## src/design/positional_list_store_unit_defines.svh

```systemverilog
// Assertion macros for the positional list store unit
`ifndef POSITIONAL_LIST_STORE_UNIT_DEFINES_SVH
`define POSITIONAL_LIST_STORE_UNIT_DEFINES_SVH

// same-cycle implication, sampled on clk, off while rst_n is low
`define PLSU_ASSERT_SAME(label, ante, cons) \
  label: assert property (@(posedge clk) disable iff (!rst_n) (ante) |-> (cons)) \
    else $error("plsu: same-cycle check failed");

// next-cycle implication, sampled on clk, off while rst_n is low
`define PLSU_ASSERT_NEXT(label, ante, cons) \
  label: assert property (@(posedge clk) disable iff (!rst_n) (ante) |=> (cons)) \
    else $error("plsu: next-cycle check failed");

`endif

```

## src/design/plsu_pkg.sv

```systemverilog
// Shared types and constants of the positional list store unit
`default_nettype none

package plsu_pkg;

  localparam int CAPACITY_DEF    = 16;
  localparam int VALUE_WIDTH_DEF = 32;

  localparam int OP_W   = 2;
  localparam int POS_W  = 5;
  localparam int DATA_W = 32;
  localparam int STAT_W = 2;

  typedef logic [OP_W-1:0]   op_t;
  typedef logic [STAT_W-1:0] status_t;

  localparam op_t OP_INSERT = 2'd0;
  localparam op_t OP_REMOVE = 2'd1;
  localparam op_t OP_GET    = 2'd2;
  localparam op_t OP_CLEAR  = 2'd3;

  localparam status_t STAT_OK   = 2'd0;
  localparam status_t STAT_BAD  = 2'd1;
  localparam status_t STAT_FULL = 2'd2;

endpackage

`default_nettype wire

```

## src/design/plsu_in_if.sv

```systemverilog
// Request channel interface of the positional list store unit
`default_nettype none

interface plsu_in_if;
  logic                          valid;
  logic                          ready;
  plsu_pkg::op_t                 op;
  logic [plsu_pkg::POS_W-1:0]    position;
  logic [plsu_pkg::DATA_W-1:0]   value_in;

  modport source (output valid, output op, output position, output value_in, input ready);
  modport sink   (input valid, input op, input position, input value_in, output ready);
endinterface

`default_nettype wire

```

## src/design/plsu_out_if.sv

```systemverilog
// Result channel interface of the positional list store unit
`default_nettype none

interface plsu_out_if;
  logic                          valid;
  logic                          ready;
  logic [plsu_pkg::DATA_W-1:0]   value_out;
  logic [plsu_pkg::POS_W-1:0]    entry_count;
  plsu_pkg::status_t             status;

  modport source (output valid, output value_out, output entry_count, output status,
                  input ready);
  modport sink   (input valid, input value_out, input entry_count, input status,
                  output ready);
endinterface

`default_nettype wire

```

## src/design/plsu_ram.sv

```systemverilog
// Generic simple dual-port RAM, one write and one registered read per cycle
`default_nettype none

module plsu_ram #(
  parameter int WIDTH = plsu_pkg::VALUE_WIDTH_DEF,
  parameter int DEPTH = plsu_pkg::CAPACITY_DEF
) (
  input  wire logic                     clk,
  input  wire logic                     we,
  input  wire logic [$clog2(DEPTH)-1:0] waddr,
  input  wire logic [WIDTH-1:0]         wdata,
  input  wire logic [$clog2(DEPTH)-1:0] raddr,
  output logic      [WIDTH-1:0]         rdata
);

  logic [WIDTH-1:0] mem [DEPTH];

  always_ff @(posedge clk) begin
    if (we) begin
      mem[waddr] <= wdata;
    end
    rdata <= mem[raddr];
  end

endmodule

`default_nettype wire

```

## src/design/positional_list_store_unit.sv

```systemverilog
// Positional list store unit: bounded ordered list with insert, remove, get, clear
//
// Requests arrive on in_ch (op, position, value_in) and each gives exactly one
// transfer on out_ch (value_out, entry_count, status). A transfer happens when
// valid and ready are both high at a rising edge of clk.
// The list lives in one RAM with registered read; insert and remove move the
// later entries one place per cycle through that RAM's read and write ports.
// in_ch.ready is high whenever no request is in progress, also while a result
// still waits on out_ch.
// Clear and refused requests go straight to the result. Get, insert and remove
// first pass through S_RUN, which reads the addressed entry for get and moves the
// entries at or after the position (count - position of them) for insert and
// remove; an insert at the end moves none. A new request is taken only after the
// result of the last one is loaded into the output register.
// A stalled receiver holds the result in the output register; the block then
// finishes the next request and waits with it until the register frees up.
// Reset (rst_n low, synchronous) empties the list and drops any result; the
// RAM content is not cleared and needs no clearing pass.
`default_nettype none
`include "positional_list_store_unit_defines.svh"

module positional_list_store_unit #(
  parameter int CAPACITY    = plsu_pkg::CAPACITY_DEF,
  parameter int VALUE_WIDTH = plsu_pkg::VALUE_WIDTH_DEF
) (
  input  wire logic   clk,
  input  wire logic   rst_n,
  plsu_in_if.sink     in_ch,
  plsu_out_if.source  out_ch
);

  localparam int AW = $clog2(CAPACITY);
  localparam int CW = $clog2(CAPACITY + 1);
  localparam int PW = plsu_pkg::POS_W;
  localparam int DW = plsu_pkg::DATA_W;
  localparam int VW = VALUE_WIDTH;
  localparam int XW = PW + CW;

  localparam logic [1:0] S_IDLE = 2'd0;
  localparam logic [1:0] S_RUN  = 2'd1;
  localparam logic [1:0] S_DONE = 2'd2;

  logic [1:0]              state_r, state_nxt;
  logic [CW-1:0]           count_r, count_nxt;
  logic [CW-1:0]           rem_r, rem_nxt;
  logic                    wb_vld_r, wb_vld_nxt;
  logic                    out_valid_r, out_valid_nxt;

  plsu_pkg::op_t           op_r, op_nxt;
  logic [AW-1:0]           pos_r, pos_nxt;
  logic [VW-1:0]           val_r, val_nxt;
  logic [AW-1:0]           src_r, src_nxt;
  logic [AW-1:0]           wb_src_r, wb_src_nxt;
  logic [VW-1:0]           res_val_r, res_val_nxt;
  plsu_pkg::status_t       res_st_r, res_st_nxt;
  logic [DW-1:0]           out_value_r, out_value_nxt;
  logic [PW-1:0]           out_count_r, out_count_nxt;
  plsu_pkg::status_t       out_status_r, out_status_nxt;

  logic                    in_fire;
  logic                    out_fire;
  logic                    out_free;
  logic [XW-1:0]           pos_x;
  logic [XW-1:0]           cnt_x;
  logic [CW-1:0]           cnt_dec;
  logic [CW-1:0]           rem_init;
  logic [VW+DW-1:0]        val_in_x;
  logic [DW+VW-1:0]        res_val_x;
  logic [PW+CW-1:0]        count_x;

  logic                    ram_we;
  logic [AW-1:0]           ram_waddr;
  logic [VW-1:0]           ram_wdata;
  logic [VW-1:0]           ram_rdata;

  plsu_ram #(
    .WIDTH (VW),
    .DEPTH (CAPACITY)
  ) u_ram (
    .clk   (clk),
    .we    (ram_we),
    .waddr (ram_waddr),
    .wdata (ram_wdata),
    .raddr (src_r),
    .rdata (ram_rdata)
  );

  assign in_ch.ready      = (state_r == S_IDLE);
  assign in_fire          = in_ch.valid && in_ch.ready;
  assign out_fire         = out_valid_r && out_ch.ready;
  assign out_free         = !out_valid_r || out_ch.ready;

  assign out_ch.valid       = out_valid_r;
  assign out_ch.value_out   = out_value_r;
  assign out_ch.entry_count = out_count_r;
  assign out_ch.status      = out_status_r;

  assign pos_x     = {{CW{1'b0}}, in_ch.position};
  assign cnt_x     = {{PW{1'b0}}, count_r};
  assign cnt_dec   = count_r - CW'(1);
  assign rem_init  = count_r - pos_x[CW-1:0];
  assign val_in_x  = {{VW{1'b0}}, in_ch.value_in};
  assign res_val_x = {{DW{1'b0}}, res_val_r};
  assign count_x   = {{PW{1'b0}}, count_r};

  always_comb begin
    state_nxt      = state_r;
    count_nxt      = count_r;
    rem_nxt        = rem_r;
    wb_vld_nxt     = wb_vld_r;
    out_valid_nxt  = out_valid_r;
    op_nxt         = op_r;
    pos_nxt        = pos_r;
    val_nxt        = val_r;
    src_nxt        = src_r;
    wb_src_nxt     = wb_src_r;
    res_val_nxt    = res_val_r;
    res_st_nxt     = res_st_r;
    out_value_nxt  = out_value_r;
    out_count_nxt  = out_count_r;
    out_status_nxt = out_status_r;
    ram_we         = 1'b0;
    ram_waddr      = pos_r;
    ram_wdata      = val_r;

    if (out_fire) begin
      out_valid_nxt = 1'b0;
    end

    case (state_r)
      S_IDLE: begin
        if (in_fire) begin
          op_nxt      = in_ch.op;
          pos_nxt     = pos_x[AW-1:0];
          val_nxt     = val_in_x[VW-1:0];
          res_val_nxt = '0;
          res_st_nxt  = plsu_pkg::STAT_OK;
          wb_vld_nxt  = 1'b0;
          state_nxt   = S_DONE;
          case (in_ch.op)
            plsu_pkg::OP_INSERT: begin
              if (pos_x > cnt_x) begin
                res_st_nxt = plsu_pkg::STAT_BAD;
              end else if (cnt_x >= XW'(CAPACITY)) begin
                res_st_nxt = plsu_pkg::STAT_FULL;
              end else begin
                count_nxt = count_r + CW'(1);
                rem_nxt   = rem_init;
                src_nxt   = cnt_dec[AW-1:0];
                state_nxt = S_RUN;
              end
            end
            plsu_pkg::OP_REMOVE: begin
              if (pos_x >= cnt_x) begin
                res_st_nxt = plsu_pkg::STAT_BAD;
              end else begin
                count_nxt = cnt_dec;
                rem_nxt   = rem_init;
                src_nxt   = pos_x[AW-1:0];
                state_nxt = S_RUN;
              end
            end
            plsu_pkg::OP_GET: begin
              if (pos_x >= cnt_x) begin
                res_st_nxt = plsu_pkg::STAT_BAD;
              end else begin
                rem_nxt   = CW'(1);
                src_nxt   = pos_x[AW-1:0];
                state_nxt = S_RUN;
              end
            end
            default: begin
              count_nxt = '0;
            end
          endcase
        end
      end

      S_RUN: begin
        // read issue: one entry per cycle, data back next cycle
        if (rem_r != '0) begin
          wb_vld_nxt = 1'b1;
          wb_src_nxt = src_r;
          rem_nxt    = rem_r - CW'(1);
          src_nxt    = (op_r == plsu_pkg::OP_INSERT) ? src_r - AW'(1) : src_r + AW'(1);
        end else begin
          wb_vld_nxt = 1'b0;
        end

        // write back of the moved entry, or capture of the addressed one
        if (wb_vld_r) begin
          ram_wdata = ram_rdata;
          if (op_r == plsu_pkg::OP_INSERT) begin
            ram_we    = 1'b1;
            ram_waddr = wb_src_r + AW'(1);
          end else if (wb_src_r == pos_r) begin
            res_val_nxt = ram_rdata;
          end else begin
            ram_we    = (op_r == plsu_pkg::OP_REMOVE);
            ram_waddr = wb_src_r - AW'(1);
          end
        end

        if (rem_r == '0 && !wb_vld_r) begin
          if (op_r == plsu_pkg::OP_INSERT) begin
            ram_we    = 1'b1;
            ram_waddr = pos_r;
            ram_wdata = val_r;
          end
          state_nxt = S_DONE;
        end
      end

      S_DONE: begin
        if (out_free) begin
          out_valid_nxt  = 1'b1;
          out_value_nxt  = res_val_x[DW-1:0];
          out_count_nxt  = count_x[PW-1:0];
          out_status_nxt = res_st_r;
          state_nxt      = S_IDLE;
        end
      end

      default: begin
        state_nxt = S_IDLE;
      end
    endcase
  end

  always_ff @(posedge clk) begin
    if (!rst_n) begin
      state_r     <= S_IDLE;
      count_r     <= '0;
      rem_r       <= '0;
      wb_vld_r    <= 1'b0;
      out_valid_r <= 1'b0;
    end else begin
      state_r     <= state_nxt;
      count_r     <= count_nxt;
      rem_r       <= rem_nxt;
      wb_vld_r    <= wb_vld_nxt;
      out_valid_r <= out_valid_nxt;
    end
  end

  always_ff @(posedge clk) begin
    op_r         <= op_nxt;
    pos_r        <= pos_nxt;
    val_r        <= val_nxt;
    src_r        <= src_nxt;
    wb_src_r     <= wb_src_nxt;
    res_val_r    <= res_val_nxt;
    res_st_r     <= res_st_nxt;
    out_value_r  <= out_value_nxt;
    out_count_r  <= out_count_nxt;
    out_status_r <= out_status_nxt;
  end

  `PLSU_ASSERT_SAME(a_count_cap, 1'b1, count_r <= CW'(CAPACITY))
  `PLSU_ASSERT_SAME(a_wb_in_run, wb_vld_r, state_r == S_RUN)
  `PLSU_ASSERT_SAME(a_we_in_run, ram_we, state_r == S_RUN)
  `PLSU_ASSERT_NEXT(a_done_loads, (state_r == S_DONE) && out_free, out_valid_r && (state_r == S_IDLE))

endmodule

`default_nettype wire
```

## src/flat_wrapper.sv

```systemverilog
// flat-port wrapper written by rule: the top's interface ports become plain ports
module positional_list_store_unit_flat 
#(
  parameter int CAPACITY    = plsu_pkg::CAPACITY_DEF,
  parameter int VALUE_WIDTH = plsu_pkg::VALUE_WIDTH_DEF
)
  (clk, rst_n, in_ch_valid, in_ch_op, in_ch_position, in_ch_value_in, in_ch_ready, out_ch_valid, out_ch_value_out, out_ch_entry_count, out_ch_status, out_ch_ready);
  plsu_in_if in_ch_i ();
  plsu_out_if out_ch_i ();
  input  wire logic clk;
  input  wire logic rst_n;
  input wire logic [$bits(in_ch_i.valid)-1:0] in_ch_valid;
  input wire logic [$bits(in_ch_i.op)-1:0] in_ch_op;
  input wire logic [$bits(in_ch_i.position)-1:0] in_ch_position;
  input wire logic [$bits(in_ch_i.value_in)-1:0] in_ch_value_in;
  output wire logic [$bits(in_ch_i.ready)-1:0] in_ch_ready;
  output wire logic [$bits(out_ch_i.valid)-1:0] out_ch_valid;
  output wire logic [$bits(out_ch_i.value_out)-1:0] out_ch_value_out;
  output wire logic [$bits(out_ch_i.entry_count)-1:0] out_ch_entry_count;
  output wire logic [$bits(out_ch_i.status)-1:0] out_ch_status;
  input wire logic [$bits(out_ch_i.ready)-1:0] out_ch_ready;
  assign in_ch_i.valid = in_ch_valid;
  assign in_ch_i.op = in_ch_op;
  assign in_ch_i.position = in_ch_position;
  assign in_ch_i.value_in = in_ch_value_in;
  assign in_ch_ready = in_ch_i.ready;
  assign out_ch_valid = out_ch_i.valid;
  assign out_ch_value_out = out_ch_i.value_out;
  assign out_ch_entry_count = out_ch_i.entry_count;
  assign out_ch_status = out_ch_i.status;
  assign out_ch_i.ready = out_ch_ready;
  positional_list_store_unit #(.CAPACITY(CAPACITY), .VALUE_WIDTH(VALUE_WIDTH)) u_core (.clk(clk), .rst_n(rst_n), .in_ch(in_ch_i), .out_ch(out_ch_i));
endmodule
```

## config.mk

```make
export PLATFORM = sky130hd
export DESIGN_NAME = positional_list_store_unit_flat
export DESIGN_NICKNAME = d
export VERILOG_FILES = /design/src/design/plsu_pkg.sv /design/src/design/plsu_in_if.sv /design/src/design/plsu_out_if.sv /design/src/design/plsu_ram.sv /design/src/design/positional_list_store_unit.sv /design/src/flat_wrapper.sv
export VERILOG_INCLUDE_DIRS = /design/src /design/src/design
export SDC_FILE = /design/constraint.sdc
export NUM_CORES = 1
export LEC_CHECK = 0
export BUFFER_PORTS_ARGS = -buffer_cell sky130_fd_sc_hd__buf_2
export CAP_MARGIN = 20
export CORE_UTILIZATION = 55
export CTS_CLUSTER_DIAMETER = 120
export DETAILED_ROUTE_END_ITERATION = 16
export MAX_ROUTING_LAYER = met4
export PLACE_DENSITY = 0.74
export SETUP_SLACK_MARGIN = 0.5
export SYNTH_ARGS = -nofsm -noshare
export SYNTH_HDL_FRONTEND = slang
export SYNTH_HIERARCHICAL = 1
export SYNTH_SLANG_ARGS = --single-unit
```

## constraint.sdc

```tcl
create_clock -name clk -period 7.7 [get_ports clk]
set_input_delay 1.54 -clock clk [delete_from_list [all_inputs] [get_ports clk]]
set_output_delay 1.54 -clock clk [all_outputs]
set_load 0.02 [all_outputs]
```

==> results of run 1 <==
-- worst paths after layout --
kind,end,slack (ns),cells past startpoint
hold / removal,u_core/out_ch.value_out[22],0.42,0
setup reg to reg,u_core/u_ram/mem[1][10],4.02,8
hold reg to reg,u_core/out_ch.value_out[22],0.42,0
setup / recovery,u_core/u_ram/mem[1][10],4.02,8
-- registers in the layout, indices dropped and copies added, names as in the netlist --
name                       flops
u_core/pos_r                   4
u_core/src_r                   4
u_core/state_r                 2
u_core/op_r                    2
u_core/wb_src_r                4
u_core/out_ch.entry_count      5
u_core/rem_r                   5
u_core/u_ram/rdata            32
u_core/wb_vld_r                1
u_core/out_ch.valid            1
u_core/out_ch.status           2
u_core/res_val_r              32
u_core/count_r                 5
u_core/val_r                  32
u_core/res_st_r                2
u_core/u_ram/mem             512
u_core/out_ch.value_out       32
-- cells by family after synthesis --
| group | Yosys count | synth area share (%) |
|---|---|---|
| AND/OR/NAND/NOR | 169 | 3.312 |
| buffers and inverters | 83 | 1.450 |
| multiplexers | 171 | 13.01 |
| XOR/XNOR | 20 | 0.6790 |
| flip-flops | 677 | 77.02 |
| adder cells (fa/ha/maj) | 20 | 1.028 |
| AO/OA/AOI/OAI | 131 | 3.507 |
-- metrics by stage --
step / util (%) / setup slack [ns] / cells / hold slack, ns
final: 64.20 / 4.018 / 2048 / 0.4172
after global routing: 64.20 / 3.823 / 2048 / 0.4205
after CTS: 63.97 / 3.652 / 2043 / 0.4163
after detailed placement: 59.20 / 3.778 / 1917 / 0.4045
after global placement: 58.77 / 3.888 / 1909 / 0.4010
after floorplan: - / 2.720 / 1271 / 0.4003
-- routing by layer --
layer | part of all wire (%) | vias up | wire length, um | track usage, %
met5 | 0 | - | 0 | -
met4 | 2.2 | 0 | 1109 | 7.832
met3 | 7.0 | 72 | 3561 | 3.758
met2 | 50 | 514 | 25330 | 36.02
met1 | 41 | 6485 | 20910 | 30.15
li1 | - | 5386 | - | -
-- cells in the mapped netlist (all sizes together), types with 2 or more instances --
cell	number	area [um^2]
edfxtp	631	18950
mux4	128	2883
a22oi	68	510.5
nand2	60	230.2
dfxtp	46	920.9
and2	34	212.7
mux2	34	382.9
buf	33	186.4
clkbuf	29	108.9
nor2	29	116.4
a21oi	26	130.1
inv	21	78.83
ha	18	225.2
o21ai	16	83.83
xor2	12	105.1
nor3	11	55.05
nand3	10	50.05
mux2i	9	90.09
xnor2	8	70.07
nor2b	6	37.54
a211oi	5	37.54
nand2b	4	25.02
a2bb2oi	2	17.52
and3	2	17.52
fa	2	40.04
nand3b	2	15.01
nor3b	2	15.01
nor4	2	18.77
o2bb2ai	2	17.52
-- power groups by stage --
| stage | logic, mW | registers [mW] | clock network, mW |
|---|---|---|---|
| 2_1_floorplan | 0.247 | 4.21 | 0 |
| 3_3_place_gp | 0.365 | 4.21 | 0 |
| 3_5_place_dp | 0.376 | 4.21 | 0 |
| 4_1_cts | 0.378 | 4.13 | 3.26 |
| 5_1_grt | 0.409 | 4.13 | 3.42 |
| 6_report | 0.375 | 4.13 | 3.21 |
-- critical path, cell delays in order, from the launching register on --
cell and delay, ns:
edfxtp_1 0.47, xor2_1 0.21, nor4_2 0.47, nand2_1 0.19, nand3_1 0.19, mux2_2 0.40
or3b_2 0.60, nor2_4 0.58, buf_16 0.24
-- area by class of cell --
class,instances,share of cell area (%)
inverter,21,0.2677
tap,600,2.549
sequential,677,67.47
clock inverter,36,1.088
timing repair buffer,113,2.919
multi-input combinational,511,19.36
clock buffer,90,6.339
==> flow_summary.json, run 1 <==
{
  "cts_max_level": 3,
  "clkSinkCount": 677,
  "powerDensity_nw_per_um2": 261.9,
  "clkPwrFrac_pct": 41.6,
  "fmax_mhz": 271.6,
  "reg2reg_from": "u_core/wb_src_r[1]",
  "hpwl_um": 28880,
  "cap_violations": 0,
  "yosysSeqAreaShare_pct": 77.02,
  "endpoint_kind": "register",
  "synth_cells": 1271,
  "cts_tree": "yes",
  "drive_gt1_share_pct": 28.25,
  "vias_per_cell": 6.083,
  "synth_edf_count": 631,
  "dieHeight_um": 218.6,
  "finalCritPeriodShare_pct": 47.81,
  "sw_frac_of_total_pct": 20.95,
  "grt_pass1_vias": 12871,
  "gp_congestion": 0.8313,
  "synthArstFlopShare_pct": 0,
  "grt_util_all_layers_pct": 22.74,
  "wl_um": 50910,
  "wl_per_cell_um": 24.86,
  "yosys_register_bits": 677,
  "netlist_area_um2": 25800,
  "design_power_total_mw": 7.712,
  "start_util_pct": 56.24,
  "status": "finished clean",
  "maxSlewViolCount": 0,
  "peakVddDrop_uv": 198.4,
  "synth_cell_types": 57,
  "cp_data_required_time_ns": 7.98,
  "start_kind": "register",
  "n_antenna_cell": 0,
  "fin_tns_setup_ns": 0,
  "core_area_um2": 45870,
  "cts.reportedPaths.clkPinSlew_ns": 0.06,
  "rows": 78,
  "num_io_pins": 84,
  "portBuffers": 83,
  "drt_first_pass_iters": 5,
  "seq_area_um2": 19870,
  "hold_buffers": 0,
  "finalInstanceArea_um2": 29450,
  "drcViolationCount": 0,
  "mostFrequentLayoutCells": "edfxtp_1 (631), mux4_2 (128), buf_2 (83)",
  "cts_setup_buffers": 0,
  "fin_skew_ns": 0.01463,
  "die_area_um2": 47780,
  "worstSetupStartpoint": "u_core/wb_src_r[1]",
  "final_common_cell": "edfxtp_1",
  "hold_path.class": "reg -> reg",
  "grt_pass1_wl_um": 77400,
  "p_int_mw": 6.097,
  "die_w_um": 218.6,
  "slew-limit-headroom_pct": 25.89,
  "path_class": "reg -> reg",
  "setup_viol": 0,
  "finalHoldViolCount": 0,
  "vias": 12457,
  "crit_fanout": 17,
  "cts_buffers": 68,
  "drtAntennaViolNets": 0,
  "avgSynthCellArea_um2": 20.30,
  "rsz0062_at_grt": "no",
  "placed_cell_area_um2": 27150,
  "cp_data_arrival_time_ns": 3.96,
  "area_delta_synth_final_pct": 14.14,
  "tightest_slew_ns": 1.109,
  "p_seq_share_pct": 53.5,
  "antenna_found_initial": 0,
  "grt_max_degree": 109,
  "worstHoldStart": "u_core/res_val_r[22]",
  "synth_ff_type": "edfxtp_1",
  "synth.net_count": 1334,
  "cts_root_buffer": "clkbuf_16",
  "cts_buffer_depth": 3,
  "dr.first_iter.drc_count": 1364,
  "cts.repair.resized": 0,
  "nFillCells": 3008,
  "ys_warn_count": 6,
  "nets": 1455,
  "clock_latency_ns": 0.58,
  "power.switching_mw": 1.615,
  "p_leak_nw": 9.739,
  "multi_input_area_um2": 5702,
  "grt-ovfl-total": 0,
  "pwr-share-comb_pct": 4.9,
  "min_period_ns": 3.682
}
(Power assumes the default switching activity.)
==> run 2, diff against run 1 <==
--- a/config.mk
+++ b/config.mk
@@ -12,7 +12,7 @@
 export CTS_CLUSTER_DIAMETER = 120
 export DETAILED_ROUTE_END_ITERATION = 16
 export MAX_ROUTING_LAYER = met4
-export PLACE_DENSITY = 0.74
+export PLACE_DENSITY = 0.77
 export SETUP_SLACK_MARGIN = 0.5
 export SYNTH_ARGS = -nofsm -noshare
 export SYNTH_HDL_FRONTEND = slang
==> constraint.sdc (replaced) <==
create_clock -name clk -period 3.2 [get_ports clk]
set_input_delay 0.64 -clock clk [delete_from_list [all_inputs] [get_ports clk]]
set_output_delay 0.64 -clock clk [all_outputs]
set_load 0.02 [all_outputs]
==> flow_summary.json, run 2 (synthesized netlist as in run 1, its figures left out) <==
{
  "dieHeight_um": 218.6,
  "portBuffers": 83,
  "place_ws_ns": 0.07655,
  "p_int_mw": 14.88,
  "r2r_cells": 10,
  "crit_buf_inv": 3,
  "r2r_end": "u_core/u_ram/mem[0][31]",
  "p_leak_nw": 10.57,
  "setup_viol": 0,
  "cts_buffers": 67,
  "tightest_slew_ns": 1.030,
  "design_power_total_mw": 19.00,
  "mostFrequentLayoutCells": "edfxtp_1 (631), mux4_2 (128), clkbuf_16 (89)",
  "vias": 13971,
  "fmax_mhz": 331.3,
  "die_area_um2": 47780,
  "drt_first_pass_iters": 5,
  "multi_input_area_um2": 5883,
  "regMostFlops": "u_core/u_ram/mem",
  "finalCritPeriodShare_pct": 94.32,
  "hpwl_um": 32340,
  "start_kind": "register",
  "grt_util_all_layers_pct": 25.26,
  "cap_violations": 0,
  "cts_tree": "yes",
  "core_area_um2": 45870,
  "seq_area_um2": 19870,
  "cp_data_required_time_ns": 3.51,
  "cp_common_cell": "buf_6",
  "largest_register_ffs": 512,
  "endpoint_kind": "register",
  "slew-limit-headroom_pct": 31.26,
  "sw_frac_of_total_pct": 21.67,
  "final_common_cell": "edfxtp_1",
  "reg2reg_from": "u_core/wb_src_r[2]",
  "cts_buffer_depth": 3,
  "pwr-share-comb_pct": 5.4,
  "grt_pass1_wl_um": 83470,
  "hold_buffers": 0,
  "clkSinkCount": 677,
  "cp_data_arrival_time_ns": 3.33,
  "clkPwrFrac_pct": 42.2,
  "grt_pass1_vias": 13121,
  "nFillCells": 2705,
  "worstSetupStartpoint": "u_core/wb_src_r[2]",
  "vias_per_cell": 6.522,
  "crit_slowest_cell": "edfxtp_1",
  "cts_max_level": 3,
  "hold_path.class": "in -> reg",
  "antenna_found_initial": 3,
  "clock_latency_ns": 0.63,
  "power.switching_mw": 4.118,
  "wl_per_cell_um": 30.68,
  "min_period_ns": 3.018,
  "nets": 1550,
  "fin_ws_ns": 0.1818,
  "p_seq_share_pct": 52.3,
  "wl_um": 65730,
  "num_io_pins": 84,
  "drtAntennaViolNets": 0,
  "drcViolationCount": 0,
  "powerDensity_nw_per_um2": 607.4,
  "reg2reg_slack_ns": 0.18,
  "area_delta_synth_final_pct": 21.24,
  "critPathCapture": "u_core/u_ram/mem[0][31]",
  "finalHoldViolCount": 0,
  "maxSlewViolCount": 0,
  "rsz0062_at_grt": "yes",
  "rows": 78,
  "grt-ovfl-total": 0,
  "path_class": "reg -> reg",
  "cts.reportedPaths.clkPinSlew_ns": 0.06,
  "die_w_um": 218.6,
  "crit_fanout": 7,
  "cts_root_buffer": "clkbuf_16",
  "peakVddDrop_uv": 447.2,
  "fin_skew_ns": 0.03741,
  "dr.first_iter.drc_count": 2007,
  "start_util_pct": 56.24,
  "grt_max_degree": 74,
  "drive_gt1_share_pct": 34.16,
  "status": "finished clean",
  "max_stage_delay_ns": 0.48,
  "gp_congestion": 0.8507,
  "cp.depth": 10,
  "cp_cell_sequence": "xor2_2 > nor4_4 > nand2_2 > nand3_4 > mux2_4 > or3b_4 > nor3_4 > buf_6 > buf_6 > buf_8",
  "crit_family": "simple AND/OR/NAND/NOR gates"
}
-- run 2: cell count changes in the layout (fill, tap and decap cells not counted), moves of 4 or more --
cell / change
clkbuf_16: +19
clkinvlp_4: -4
clkinv_1: -4
buf_12: +38
buf_4: +17
nor3_4: +4
a21oi_1: -4
buf_8: +9
buf_6: +15
-- run 2: cell type report --
class	count	share of cell area (%)
multi-input cells	511	18.81
repair buffers	209	7.896
diodes	2	0.01600
inverters	21	0.2520
flip-flops and latches	677	63.53
clock inverters	29	1.060
well taps	600	2.400
clock buffers	93	6.032
-- run 2: metrics by stage --
stage          std cells  hold WS [ns]  cell area, um^2  TNS (ns)  utilization, %
2_1_floorplan       1271        0.4003            26000    -3.018               -
3_3_place_gp        1942        0.4008            27540         0           60.03
3_5_place_dp        1942        0.4054            27540         0           60.03
4_1_cts             2086        0.1828            30110         0           65.65
5_1_grt             2142        0.1862            31280         0           68.19
6_report            2142        0.1966            31280         0           68.19
-- run 2: worst min path at each step --
| stage | cells past startpoint | endpoint | slack (ns) | startpoint |
|---|---|---|---|---|
| after floorplan | 0 | u_core/out_ch.status[0] | 0.40 | u_core/res_st_r[0] |
| after global placement | 0 | u_core/out_ch.value_out[3] | 0.40 | u_core/res_val_r[3] |
| after detailed placement | 0 | u_core/out_ch.status[0] | 0.41 | u_core/res_st_r[0] |
| after CTS | 1 | u_core/val_r[0] | 0.18 | in_ch_value_in[0] |
| after global routing | 1 | u_core/val_r[0] | 0.19 | in_ch_value_in[0] |
| final | 1 | u_core/val_r[17] | 0.20 | in_ch_value_in[17] |
-- run 2: what timing repair did --
item                       CTS  global route
gates resized for setup     24            62
buffers inserted            18            23
pin swaps                    5             4
cloned                       4            31
setup endpoints to repair  512           498
-- run 2: power groups by stage --
| stage | logic (mW) | clock network (mW) | registers [mW] |
|---|---|---|---|
| after floorplan | 0.612 | 0 | 10.1 |
| after global placement | 0.935 | 0 | 10.1 |
| after detailed placement | 0.963 | 0 | 10.1 |
| after CTS | 0.994 | 8.00 | 9.94 |
| after global routing | 1.10 | 8.44 | 9.95 |
| final | 1.03 | 8.02 | 9.95 |
-- run 2: per-layer routing --
metal | up-vias | GRT usage, % | wire, um | share of wire [%]
li1 | 5593 | - | - | -
met1 | 7196 | 34.14 | 23790 | 36
met2 | 1030 | 38.41 | 31920 | 49
met3 | 152 | 5.303 | 7424 | 11
met4 | 0 | 8.881 | 2592 | 3.9
met5 | - | - | 0 | 0
==> run 3, diff against run 2 <==
--- a/config.mk
+++ b/config.mk
@@ -13,7 +13,6 @@
 export DETAILED_ROUTE_END_ITERATION = 16
 export MAX_ROUTING_LAYER = met4
 export PLACE_DENSITY = 0.77
-export SETUP_SLACK_MARGIN = 0.5
 export SYNTH_ARGS = -nofsm -noshare
 export SYNTH_HDL_FRONTEND = slang
 export SYNTH_HIERARCHICAL = 1
==> flow_summary.json, run 3 (synthesized netlist as in run 1, its figures left out) <==
{
  "cap_violations": 0,
  "finalNonFillerCells": 2078,
  "clkSinkCount": 677,
  "powerDensity_nw_per_um2": 636.6,
  "design_power_total_mw": 18.94,
  "vias": 12966,
  "multi_input_area_um2": 5736,
  "mostFrequentLayoutCells": "edfxtp_1 (631), mux4_2 (128), buf_2 (83)",
  "endpoint_kind": "register",
  "cts_buffers": 68,
  "start_kind": "register",
  "gp_congestion": 0.8310,
  "cts_tree": "yes",
  "slew-limit-headroom_pct": 31.93,
  "grt_util_all_layers_pct": 24.95,
  "crit_buf_inv": 1,
  "final_common_cell": "edfxtp_1",
  "cp_data_arrival_time_ns": 3.36,
  "cts_buffer_depth": 3,
  "whs_path_depth": 1,
  "reg2reg_slack_ns": 0.12,
  "hold_buffers": 0,
  "cp_data_required_time_ns": 3.47,
  "largest_register_ffs": 512,
  "nFillCells": 2907,
  "cp_cell_sequence": "xor2_1 > nor4_2 > nand2_1 > nand3_1 > mux2_2 > or3b_4 > nor3_4 > buf_6",
  "maxSlewViolCount": 0,
  "area_delta_synth_final_pct": 15.33,
  "cts_max_level": 3,
  "finalInstanceArea_um2": 29750,
  "setup_viol": 0,
  "grt-ovfl-total": 0,
  "fmax_mhz": 324.4,
  "grt_max_degree": 70,
  "cts_root_buffer": "clkbuf_16",
  "grt_pass1_vias": 13039,
  "vias_per_cell": 6.240,
  "tightest_slew_ns": 1.016,
  "rows": 78,
  "core_area_um2": 45870,
  "r2r_cells": 8,
  "min_period_ns": 3.082,
  "dp.cells": 1954,
  "portBuffers": 83,
  "start_util_pct": 56.24,
  "reg2reg_from": "u_core/wb_src_r[2]",
  "fin_tns_setup_ns": 0,
  "drt_first_pass_iters": 6,
  "drive_gt1_share_pct": 30.04,
  "regMostFlops": "u_core/u_ram/mem",
  "max_stage_delay_ns": 0.48,
  "wl_per_cell_um": 26.74,
  "clock_latency_ns": 0.59,
  "seq_area_um2": 19870,
  "peakVddDrop_uv": 381.1,
  "crit_fanout": 17,
  "r2r_end": "u_core/u_ram/mem[0][23]",
  "rsz0062_at_grt": "no",
  "num_io_pins": 84,
  "path_class": "reg -> reg",
  "p_leak_nw": 9.949,
  "worstHoldStart": "in_ch_value_in[23]",
  "wl_um": 55570,
  "fin_hold_ws_ns": 0.2242,
  "n_antenna_cell": 0,
  "dr.first_iter.drc_count": 1554,
  "drtAntennaViolNets": 0,
  "crit_slowest_cell": "or3b_4",
  "hold_path.class": "in -> reg",
  "placed_cell_area_um2": 27460,
  "grt_pass1_wl_um": 83260,
  "finalCritPeriodShare_pct": 96.32,
  "status": "finished clean",
  "drcViolationCount": 0,
  "hpwl_um": 32950,
  "antenna_found_initial": 1,
  "die_area_um2": 47780,
  "cts.reportedPaths.clkPinSlew_ns": 0.06,
  "dieHeight_um": 218.6,
  "crit_family": "simple AND/OR/NAND/NOR gates",
  "nets": 1487,
  "fin_skew_ns": 0.01392,
  "min_to": "u_core/val_r[23]",
  "die_w_um": 218.6,
  "finalHoldViolCount": 0
}
==> run 3: changes by cell type in the layout (fill, tap and decap cells not counted), moves of 4 or more <==
| cell | change |
|---|---|
| clkinv_2 | +4 |
| a21oi_1 | +4 |
| buf_4 | +15 |
| buf_6 | -14 |
| clkbuf_16 | -16 |
| clkbuf_1 | -4 |
| buf_8 | -9 |
| buf_16 | -4 |
| buf_12 | -32 |
==> run 3: worst max-delay path by stage <==
stage,startpoint,endpoint,slack (ns),cells past startpoint
after floorplan,u_core/state_r[0],u_core/u_ram/mem[7][0],-0.70,10
after global placement,u_core/rem_r[0],u_core/u_ram/mem[0][28],0.21,9
after detailed placement,u_core/rem_r[0],u_core/u_ram/mem[0][28],0.15,9
after CTS,u_core/wb_src_r[2],u_core/u_ram/mem[0][23],0.09,8
after global routing,u_core/wb_src_r[2],u_core/u_ram/mem[0][30],0.03,8
final,u_core/wb_src_r[2],u_core/u_ram/mem[0][23],0.12,8
==> run 3: cell type report <==
cell class,instances,share of cell area [%]
sequential,677,66.78
multi-input combinational,511,19.28
clock buffer,90,6.489
timing repair buffer,145,3.490
tap,600,2.523
clock inverter,34,1.173
inverter,21,0.2649
==> run 3: routing by layer <==
layer / share of wire [%] / GRT usage (%) / up-vias
li1: - / - / 5467
met1: 41 / 34.87 / 6803
met2: 49 / 38.00 / 632
met3: 8.4 / 4.565 / 64
met4: 1.9 / 7.016 / 0
met5: 0 / - / -
==> run 3: metrics by stage <==
| step | worst slack, ns | util (%) |
|---|---|---|
| 2_1_floorplan | -0.6971 | - |
| 3_3_place_gp | 0.2107 | 59.87 |
| 3_5_place_dp | 0.1459 | 59.87 |
| 4_1_cts | 0.09188 | 64.84 |
| 5_1_grt | 0.03230 | 64.86 |
| 6_report | 0.1176 | 64.86 |
==> run 3: power breakdown <==
part           switching, mW  internal (mW)  leakage [nW]
registers             0.0829           9.86          6.13
logic                  0.621          0.350          2.70
clock network           3.20           4.82          1.12
total                   3.91           15.0          9.95
==> run 3: worst register-to-register path, cell delays in order, from the launching register on <==
cell and delay [ns]:
edfxtp_1 0.47, xor2_1 0.21, nor4_2 0.34, nand2_1 0.17, nand3_1 0.20, mux2_2 0.41
or3b_4 0.48, nor3_4 0.23, buf_6 0.24
==> run 3: repair_timing <==
action,in CTS,in global routing
setup buffers,0,0
resized for setup,0,3
endpoints found under the hold margin,0,0
endpoints found under the setup margin,0,52
